==> src/rtl/core/hrir_pkg.sv <==
// Package for the heart rate incline regulator: word types, codes, constants, step helpers.
`default_nettype none
package hrir_pkg;

   // request opcodes
   localparam logic [2:0] OP_TICK  = 3'd0;
   localparam logic [2:0] OP_UP    = 3'd1;
   localparam logic [2:0] OP_DOWN  = 3'd2;
   localparam logic [2:0] OP_SET   = 3'd3;
   localparam logic [2:0] OP_LOAD  = 3'd4;

   // tone codes
   localparam logic [1:0] TONE_NONE   = 2'd0;
   localparam logic [1:0] TONE_ACCEPT = 2'd1;
   localparam logic [1:0] TONE_REJECT = 2'd2;

   // configuration register indexes
   localparam logic [1:0] CSR_TARGET  = 2'd0;
   localparam logic [1:0] CSR_INC_MAX = 2'd1;
   localparam logic [1:0] CSR_INC_DEF = 2'd2;
   localparam logic [1:0] CSR_SPD_MIN = 2'd3;

   // configuration reset values
   localparam logic [7:0] TARGET_RESET  = 8'd120;
   localparam logic [7:0] INC_MAX_RESET = 8'd15;
   localparam logic [7:0] INC_DEF_RESET = 8'd0;
   localparam logic [7:0] SPD_MIN_RESET = 8'd8;

   // timing and regulation constants
   localparam logic [3:0] PULSE_LAST      = 4'd15;
   localparam logic [4:0] NO_PULSE_LIMIT  = 5'd29;
   localparam logic [4:0] NO_PULSE_RELOAD = 5'd25;
   localparam logic [7:0] GAP_BIG         = 8'd25;
   localparam logic [7:0] GAP_SMALL       = 8'd5;
   localparam logic [7:0] SPEED_DROP      = 8'd4;
   localparam logic [7:0] STEP_ONE        = 8'd1;
   localparam logic [7:0] STEP_TWO        = 8'd2;

   localparam int REQ_TDATA_W = 32;
   localparam int RSP_TDATA_W = 24;

   typedef struct packed {
      logic [2:0] opcode;
      logic [7:0] wireless_pulse;
      logic [7:0] wired_pulse;
      logic       incline_fault;
      logic       quiet_keys;
      logic [7:0] value;
   } req_word_type;

   typedef struct packed {
      logic [7:0] incline_level;
      logic [7:0] speed_value;
      logic [1:0] tone;
      logic       pulse_present;
   } rsp_word_type;

   typedef struct packed {
      logic [7:0] target_heart_rate;
      logic [7:0] incline_max;
      logic [7:0] incline_default;
      logic [7:0] speed_min;
   } cfg_type;

   function automatic logic [7:0] step_up(input logic [7:0] incl, input logic [7:0] amount,
                                          input logic [7:0] lim);
      step_up = (incl < lim) ? incl + amount : lim;
   endfunction

   // a step that would reach zero or start at or below the floor lands on the floor
   function automatic logic [7:0] step_down(input logic [7:0] incl, input logic [7:0] amount,
                                            input logic [7:0] floor_lvl);
      if (incl <= amount)
         step_down = floor_lvl;
      else if (incl > floor_lvl)
         step_down = incl - amount;
      else
         step_down = floor_lvl;
   endfunction

endpackage
`default_nettype wire

==> src/rtl/core/heart_rate_incline_regulator.sv <==
// Top level of the heart rate incline regulator: stream ports, input and result registers.
//
//   channel  dir  ports                         word
//   req      in   req_tvalid/tready/tdata/tuser one tick or key event
//   rsp      out  rsp_tvalid/tready/tdata       one result per request word
//   csr      in   csr_valid/ready/index/data    write of one configuration register
//
// One word per cycle while rsp_tready is high; path: input register, then result register.
// All regulation logic sits between those two registers and updates state as a word moves on.
// Reset is synchronous: counters, incline and speed clear, configuration takes its defaults.
// With rsp_tready low the result holds; the input register takes one more word if empty.
// csr is always ready and must only be written while no request is in flight.
`default_nettype none
module heart_rate_incline_regulator (
   input  wire logic                               clock,
   input  wire logic                               reset,
   input  wire logic                               req_tvalid,
   output logic                                    req_tready,
   // wireless_pulse[7:0] wired_pulse[15:8] incline_fault[16] quiet_keys[17] value[25:18]
   input  wire logic [hrir_pkg::REQ_TDATA_W-1:0]   req_tdata,
   // opcode[2:0]
   input  wire logic [2:0]                         req_tuser,
   output logic                                    rsp_tvalid,
   input  wire logic                               rsp_tready,
   // incline_level[7:0] speed_value[15:8] tone[17:16] pulse_present[18]
   output logic [hrir_pkg::RSP_TDATA_W-1:0]        rsp_tdata,
   input  wire logic                               csr_valid,
   output logic                                    csr_ready,
   input  wire logic [1:0]                         csr_index,
   input  wire logic [7:0]                         csr_data
);
   import hrir_pkg::*;

   cfg_type      cfg;
   req_word_type req_word;
   req_word_type req_word_ff;
   rsp_word_type rsp_word;
   rsp_word_type rsp_word_ff;
   logic         req_valid_ff, req_valid_in;
   logic         rsp_valid_ff, rsp_valid_in;
   logic         advance;
   logic         fire;

   assign req_word.opcode         = req_tuser;
   assign req_word.wireless_pulse = req_tdata[7:0];
   assign req_word.wired_pulse    = req_tdata[15:8];
   assign req_word.incline_fault  = req_tdata[16];
   assign req_word.quiet_keys     = req_tdata[17];
   assign req_word.value          = req_tdata[25:18];

   assign advance    = !rsp_valid_ff || rsp_tready;
   assign req_tready = !req_valid_ff || advance;
   assign fire       = req_valid_ff && advance;

   assign req_valid_in = req_tready ? req_tvalid : req_valid_ff;
   assign rsp_valid_in = advance ? req_valid_ff : rsp_valid_ff;

   always_ff @(posedge clock) begin
      if (reset) begin
         req_valid_ff <= 1'b0;
         rsp_valid_ff <= 1'b0;
      end else begin
         req_valid_ff <= req_valid_in;
         rsp_valid_ff <= rsp_valid_in;
      end
   end

   always_ff @(posedge clock) begin
      if (req_tvalid && req_tready)
         req_word_ff <= req_word;
      if (fire)
         rsp_word_ff <= rsp_word;
   end

   hrir_csr u_csr (
      .clock     (clock),
      .reset     (reset),
      .csr_valid (csr_valid),
      .csr_ready (csr_ready),
      .csr_index (csr_index),
      .csr_data  (csr_data),
      .cfg       (cfg)
   );

   hrir_core u_core (
      .clock    (clock),
      .reset    (reset),
      .fire     (fire),
      .req_word (req_word_ff),
      .cfg      (cfg),
      .rsp_word (rsp_word)
   );

   assign rsp_tvalid = rsp_valid_ff;
   assign rsp_tdata  = {5'd0, rsp_word_ff.pulse_present, rsp_word_ff.tone,
                        rsp_word_ff.speed_value, rsp_word_ff.incline_level};

endmodule
`default_nettype wire

==> src/rtl/core/hrir_csr.sv <==
// Configuration register bank for the regulator.
`default_nettype none
module hrir_csr (
   input  wire logic             clock,
   input  wire logic             reset,
   input  wire logic             csr_valid,
   output logic                  csr_ready,
   input  wire logic [1:0]       csr_index,
   input  wire logic [7:0]       csr_data,
   output hrir_pkg::cfg_type     cfg
);
   import hrir_pkg::*;

   cfg_type cfg_ff, cfg_in;

   assign csr_ready = 1'b1;
   assign cfg       = cfg_ff;

   always_comb begin
      cfg_in = cfg_ff;
      if (csr_valid) begin
         case (csr_index)
            CSR_TARGET:  cfg_in.target_heart_rate = csr_data;
            CSR_INC_MAX: cfg_in.incline_max       = csr_data;
            CSR_INC_DEF: cfg_in.incline_default   = csr_data;
            CSR_SPD_MIN: cfg_in.speed_min         = csr_data;
            default:     cfg_in = cfg_ff;
         endcase
      end
   end

   always_ff @(posedge clock) begin
      if (reset) begin
         cfg_ff.target_heart_rate <= TARGET_RESET;
         cfg_ff.incline_max       <= INC_MAX_RESET;
         cfg_ff.incline_default   <= INC_DEF_RESET;
         cfg_ff.speed_min         <= SPD_MIN_RESET;
      end else begin
         cfg_ff <= cfg_in;
      end
   end

endmodule
`default_nettype wire

==> src/rtl/core/hrir_core.sv <==
// Regulator state and the combinational next-state and result logic.
`default_nettype none
module hrir_core (
   input  wire logic                  clock,
   input  wire logic                  reset,
   input  wire logic                  fire,
   input  wire hrir_pkg::req_word_type req_word,
   input  wire hrir_pkg::cfg_type     cfg,
   output hrir_pkg::rsp_word_type     rsp_word
);
   import hrir_pkg::*;

   logic [3:0] pulse_seconds_ff, pulse_seconds_in;
   logic [4:0] no_pulse_seconds_ff, no_pulse_seconds_in;
   logic       phase_toggle_ff, phase_toggle_in;
   logic [7:0] incline_ff, incline_in;
   logic [7:0] speed_ff, speed_in;

   logic       pulse;
   logic [7:0] heart;
   logic [1:0] tone;

   assign pulse = (req_word.wireless_pulse != 8'd0) || (req_word.wired_pulse != 8'd0);
   assign heart = (req_word.wireless_pulse != 8'd0) ? req_word.wireless_pulse
                                                     : req_word.wired_pulse;

   always_comb begin
      pulse_seconds_in    = pulse_seconds_ff;
      no_pulse_seconds_in = no_pulse_seconds_ff;
      phase_toggle_in     = phase_toggle_ff;
      incline_in          = incline_ff;
      speed_in            = speed_ff;
      tone                = TONE_NONE;

      if ((req_word.opcode inside {OP_UP, OP_DOWN, OP_SET}) && !req_word.quiet_keys)
         tone = TONE_REJECT;

      case (req_word.opcode)
         OP_TICK: begin
            if (pulse) begin
               pulse_seconds_in    = pulse_seconds_ff + 4'd1;
               no_pulse_seconds_in = 5'd0;
               if (pulse_seconds_in == PULSE_LAST) begin
                  pulse_seconds_in = 4'd0;
                  phase_toggle_in  = !phase_toggle_ff;
                  // incline phase: move toward the target unless faulted
                  if (!phase_toggle_ff && !req_word.incline_fault) begin
                     if (heart > cfg.target_heart_rate) begin
                        if (heart - cfg.target_heart_rate >= GAP_BIG)
                           incline_in = step_down(incline_ff, STEP_TWO, cfg.incline_default);
                        else if (heart - cfg.target_heart_rate >= GAP_SMALL)
                           incline_in = step_down(incline_ff, STEP_ONE, cfg.incline_default);
                     end else if (cfg.target_heart_rate - heart >= GAP_SMALL) begin
                        incline_in = step_up(incline_ff, STEP_ONE, cfg.incline_max);
                     end
                  end
               end
            end else begin
               pulse_seconds_in    = 4'd0;
               no_pulse_seconds_in = no_pulse_seconds_ff + 5'd1;
               if (no_pulse_seconds_in > NO_PULSE_LIMIT) begin
                  no_pulse_seconds_in = NO_PULSE_RELOAD;
                  incline_in = step_down(incline_ff, STEP_ONE, cfg.incline_default);
                  if (speed_ff > SPEED_DROP)
                     speed_in = speed_ff - SPEED_DROP;
                  if (speed_in <= cfg.speed_min)
                     speed_in = cfg.speed_min;
               end
            end
         end
         OP_UP: begin
            if (!req_word.incline_fault) begin
               if (incline_ff < cfg.incline_max) begin
                  incline_in = incline_ff + 8'd1;
                  if (!req_word.quiet_keys)
                     tone = TONE_ACCEPT;
               end else begin
                  incline_in = cfg.incline_max;
               end
            end
         end
         OP_DOWN: begin
            if (!req_word.incline_fault) begin
               if (incline_ff > cfg.incline_default) begin
                  incline_in = incline_ff - 8'd1;
                  if (!req_word.quiet_keys)
                     tone = TONE_ACCEPT;
               end else begin
                  incline_in = cfg.incline_default;
               end
            end
         end
         OP_SET: begin
            if (!req_word.incline_fault) begin
               incline_in = req_word.value;
               tone       = TONE_ACCEPT;
            end
         end
         OP_LOAD: speed_in = req_word.value;
         default: tone = TONE_NONE;
      endcase
   end

   assign rsp_word.incline_level = incline_in;
   assign rsp_word.speed_value   = speed_in;
   assign rsp_word.tone          = tone;
   assign rsp_word.pulse_present = pulse;

   always_ff @(posedge clock) begin
      if (reset) begin
         pulse_seconds_ff    <= 4'd0;
         no_pulse_seconds_ff <= 5'd0;
         phase_toggle_ff     <= 1'b0;
         incline_ff          <= 8'd0;
         speed_ff            <= 8'd0;
      end else if (fire) begin
         pulse_seconds_ff    <= pulse_seconds_in;
         no_pulse_seconds_ff <= no_pulse_seconds_in;
         phase_toggle_ff     <= phase_toggle_in;
         incline_ff          <= incline_in;
         speed_ff            <= speed_in;
      end
   end

   // phase counter wraps before it can show its last count
   a_pulse_wrap: assert property (@(posedge clock) disable iff (reset)
      pulse_seconds_ff != PULSE_LAST)
      else $error("pulse second counter reached its wrap value");

   // no-pulse counter reloads once past its limit
   a_no_pulse_bound: assert property (@(posedge clock) disable iff (reset)
      no_pulse_seconds_ff <= NO_PULSE_LIMIT)
      else $error("no-pulse counter past its limit");

   a_speed_load: assert property (@(posedge clock) disable iff (reset)
      fire && (req_word.opcode == OP_LOAD) |=> speed_ff == $past(req_word.value))
      else $error("speed load not taken");

   a_tone_code: assert property (@(posedge clock) disable iff (reset)
      (req_word.opcode == OP_TICK) |-> tone == TONE_NONE)
      else $error("tick produced a tone");

endmodule
`default_nettype wire

==> config.mk <==
export PLATFORM = sky130hd
export DESIGN_NAME = heart_rate_incline_regulator
export DESIGN_NICKNAME = d
export VERILOG_FILES = /design/src/rtl/core/hrir_pkg.sv /design/src/rtl/core/heart_rate_incline_regulator.sv /design/src/rtl/core/hrir_csr.sv /design/src/rtl/core/hrir_core.sv
export SDC_FILE = /design/constraint.sdc
export NUM_CORES = 1
export LEC_CHECK = 0
export ABC_AREA = 1
export BUFFER_PORTS_ARGS = -buffer_cell sky130_fd_sc_hd__buf_2
export CAP_MARGIN = 20
export CORE_ASPECT_RATIO = 1.5
export CORE_UTILIZATION = 33
export DETAILED_ROUTE_END_ITERATION = 7
export GPL_TIMING_DRIVEN = 0
export MAX_ROUTING_LAYER = met4
export PLACE_DENSITY_LB_ADDON = 0.2
export RECOVER_POWER = 25
export SYNTH_ARGS = -nofsm -noshare
export SYNTH_HDL_FRONTEND = slang
export SYNTH_SLANG_ARGS = --single-unit
==> constraint.sdc <==
create_clock -name clock -period 2.7 [get_ports clock]
set_input_delay 0.405 -clock clock [delete_from_list [all_inputs] [get_ports clock]]
set_output_delay 0.405 -clock clock [all_outputs]
set_load 0.005 [all_outputs]
==> reports/metrics.cfg <==
[setup_path]
path_class = register to register
worstPathArrival_ns = 3.47
cp-start-kind = register
cp-end-kind = register
path_cells = nor2_1, nand3_1, nor2_4, buf_6, a21oi_4, ha_1, inv_2, fa_2, nor2_2, nand2_1, nand4_1, nand2_2, nor2_4, nor2_1, nor2_1, nand2_1, nand2_1, nand2_1, nand2_1, nand2_2, nand2_2, inv_1
reg2reg_slack_ns = -0.64
max_stage_delay_ns = 0.43
crit_top_cell = nand2_1
required_ns = 2.83
path_max_fanout = 6
cp_slowest_cell = fa_2

[logic_synthesis]
ys.warnings.count = 0
synthCells = 1148
syn-cell-area_um2 = 8030
ys_top_cells_by_count = nand2_1, inv_1, nand3_1
synthFlopType = dfxtp_1
synth.most_common_cell = nand2_1
yosysTopAreaCell = edfxtp_1
synth.avg_cell_area_um2 = 6.99
yosysSeqAreaShare_pct = 32.9
synth_edf_count = 48
async_reset_ff_share_pct = 0
synth_seq_cells = 108
synthTopCellsByArea = edfxtp_1, dfxtp_1, nand2_1
synth.distinct_cells = 47
yosysTopAreaCellShare_pct = 17.9

[flow_run]
cap_violations = 0

[sta]
rsz0062_at_grt = yes
finalHoldViolCount = 0
clock_skew_ns = 0.0118
max-slew-margin-rel_pct = 38.3
setup_viol = 29
fin_crit_sh_pct = 124
max_freq_mhz = 300
finalMaxSlewViolations = 0
worst-slew-pin-transition_ns = 0.919
fin_crit_ns = 3.34
fin_ws_ns = -0.636

[clock_tree]
cts-root-buf = clkbuf_16
cts_tree = yes
clock_path_buffers = 2
cts.sinks = 108
cts_max_level = 3
clkSlewWorstSetupHoldPaths_ns = 0.07
cts_made_buffers = 9
clock_latency_ns = 0.36
cts_hold_buffers = 0

[global_route]
grt_pass1_vias = 7584
antenna_found_initial = 0
grt_overflow = 0
track_usage_pct = 22.7
grt_pass1_wl_mm = 40.9
grt_max_degree = 29

[die]
ioPinCount = 77
die_area_um2 = 25000
fp-row-count = 69
die_h_um = 193
core_area_um2 = 23800
die_x_um = 129
start_util_pct = 33.7

[place]
dp_cells = 1536
port-buffer-count = 64
hpwl_mm = 20.4
gp_congestion = 0.936

[routing]
vias = 7946
wire_per_inst_um = 16.8
initialDrtViolationCount = 428
drt-pass1-iter-count = 7
via_per_inst = 4.95
drtAntennaViolNets = 0
totalWireLength_mm = 27.0
drcViolationCount = 0

[final_layout]
num_antenna_cells = 0
instances_no_fill = 1604
final_util_pct = 43.2
final_layout_size_suffix_gt1_share_pct = 27.2
num-nets-final = 1383
syn2layout_area_growth_pct = 28.2

[power_and_ir_drop]
ir_drop_v = 0.000383
p_leak_nw = 4.73
power_density_nw_per_um2 = 511

[outcome]
status = complete, but fails checks
violations = setup timing

[worst_hold_path]
hp-class = input pin to register

[area by class of cell]
type / count / area, um2
Buffer: 39 / 269
Clock buffer: 11 / 233
Clock inverter: 5 / 61.3
Fill cell: 2514 / 13500
Inverter: 152 / 592
Multi-Input combinational cell: 854 / 5250
Sequential cell: 108 / 2650
Tap cell: 319 / 399
Timing Repair Buffer: 116 / 840
[worst max-delay path, delay by kind of cell (launching register included)]
family	cells	cell delay, ns
simple gates	16	1.75
fa+ha+maj	2	0.62
flops	1	0.41
buf+inv	3	0.25
compound gates	1	0.05
[final timing paths]
| path | startpoint | endpoint | depth (start not counted) |
|---|---|---|---|
| worst max-delay path | req_word_ff[22]$_DFFE_PP_ | rsp_tdata[0]$_DFFE_PP_ | 22 |
| worst min register to register | u_core.pulse_seconds_ff[3]$_SDFFE_PP0P_ | u_core.pulse_seconds_ff[3]$_SDFFE_PP0P_ | 2 |
| worst max register to register | req_word_ff[22]$_DFFE_PP_ | rsp_tdata[0]$_DFFE_PP_ | 22 |
| worst min-delay path | req_tdata[0] | req_word_ff[18]$_DFFE_PP_ | 1 |
[metrics by stage]
stage	setup WS, ns	instance area, um2	power, mW	hold slack (ns)	TNS [ns]
after floorplan	-0.221	8080	3.00	0.436	-2.68
after CTS	-0.595	9730	5.01	0.204	-12.31
after global routing	-0.873	10300	5.55	0.202	-16.22
after global placement	-0.866	8800	3.46	0.466	-20.47
final	-0.636	10300	5.26	0.214	-9.74
after detailed placement	-0.876	8830	3.47	0.473	-18.66
[layout by cell type (no fill, tap or decap), types with 6 or more instances in the layout]
master     count
nand3_2       14
clkbuf_16     10
buf_6         24
nand2_4       11
nand3_1       92
nand4_1       10
nor2_4        16
edfxtp_1      48
nor2_2        12
nand2_2       52
nand2_1      269
buf_2         64
a21oi_2       21
o211ai_1      15
nor2_1        52
o21ai_2        9
ha_1          42
clkbuf_1      22
o21ai_1       17
inv_1        124
a21oi_1       87
ha_4           9
xor2_1        12
xnor2_1        8
o21ai_0       58
buf_4         40
inv_2         18
dfxtp_1       55
conb_1         6
[sequential cells by signal (all words and copies together), names as in the netlist]
signal / cells
req_word_ff: 29
u_core.pulse_seconds_ff: 4
rsp_tdata: 19
u_core.speed_ff: 8
u_core.phase_toggle_ff: 1
u_core.incline_ff: 8
u_core.no_pulse_seconds_ff: 5
u_csr.cfg: 32
rsp_tvalid: 1
req_valid_ff: 1
[repair_timing]
item	4_1_cts	5_1_grt
endpoints found under the setup margin	33	43
hold endpoints to repair	0	0
resized for setup	86	116
pin swaps	51	65
cloned	1	1
buffers inserted	40	20
[where the power goes]
group | total [mW] | internal (mW) | switching (mW) | leakage, nW
combinational | 2.02 | 0.753 | 1.27 | 3.64
sequential | 1.88 | 1.80 | 0.0759 | 0.955
clock | 1.36 | 0.726 | 0.633 | 0.138
[kinds of logic (layout without fill, tap and decap cells)]
kind of cell | count (synthesis) | count (layout) | synth area share [%]
xor gates and xnor gates | 21 | 21 | 2.29
buffers and inverters | 191 | 323 | 10.3
AOI/OAI and AO/OA | 222 | 222 | 15.2
DFF | 108 | 108 | 32.9
and+or+nand+nor | 551 | 552 | 30.8
adders and majority gates | 53 | 53 | 8.44
other | 2 | 6 | 0.0935
[layer usage]
metal / part of all wire [%] / wire, um / global-route usage (%)
met1: 38 / 10300 / 24.1
met3: 3.6 / 980 / 2.37
met5: 0 / 0 / -
met4: 5.8 / 1560 / 13.3
met2: 53 / 14200 / 40.6
Power figures use the tool's default switching activity.
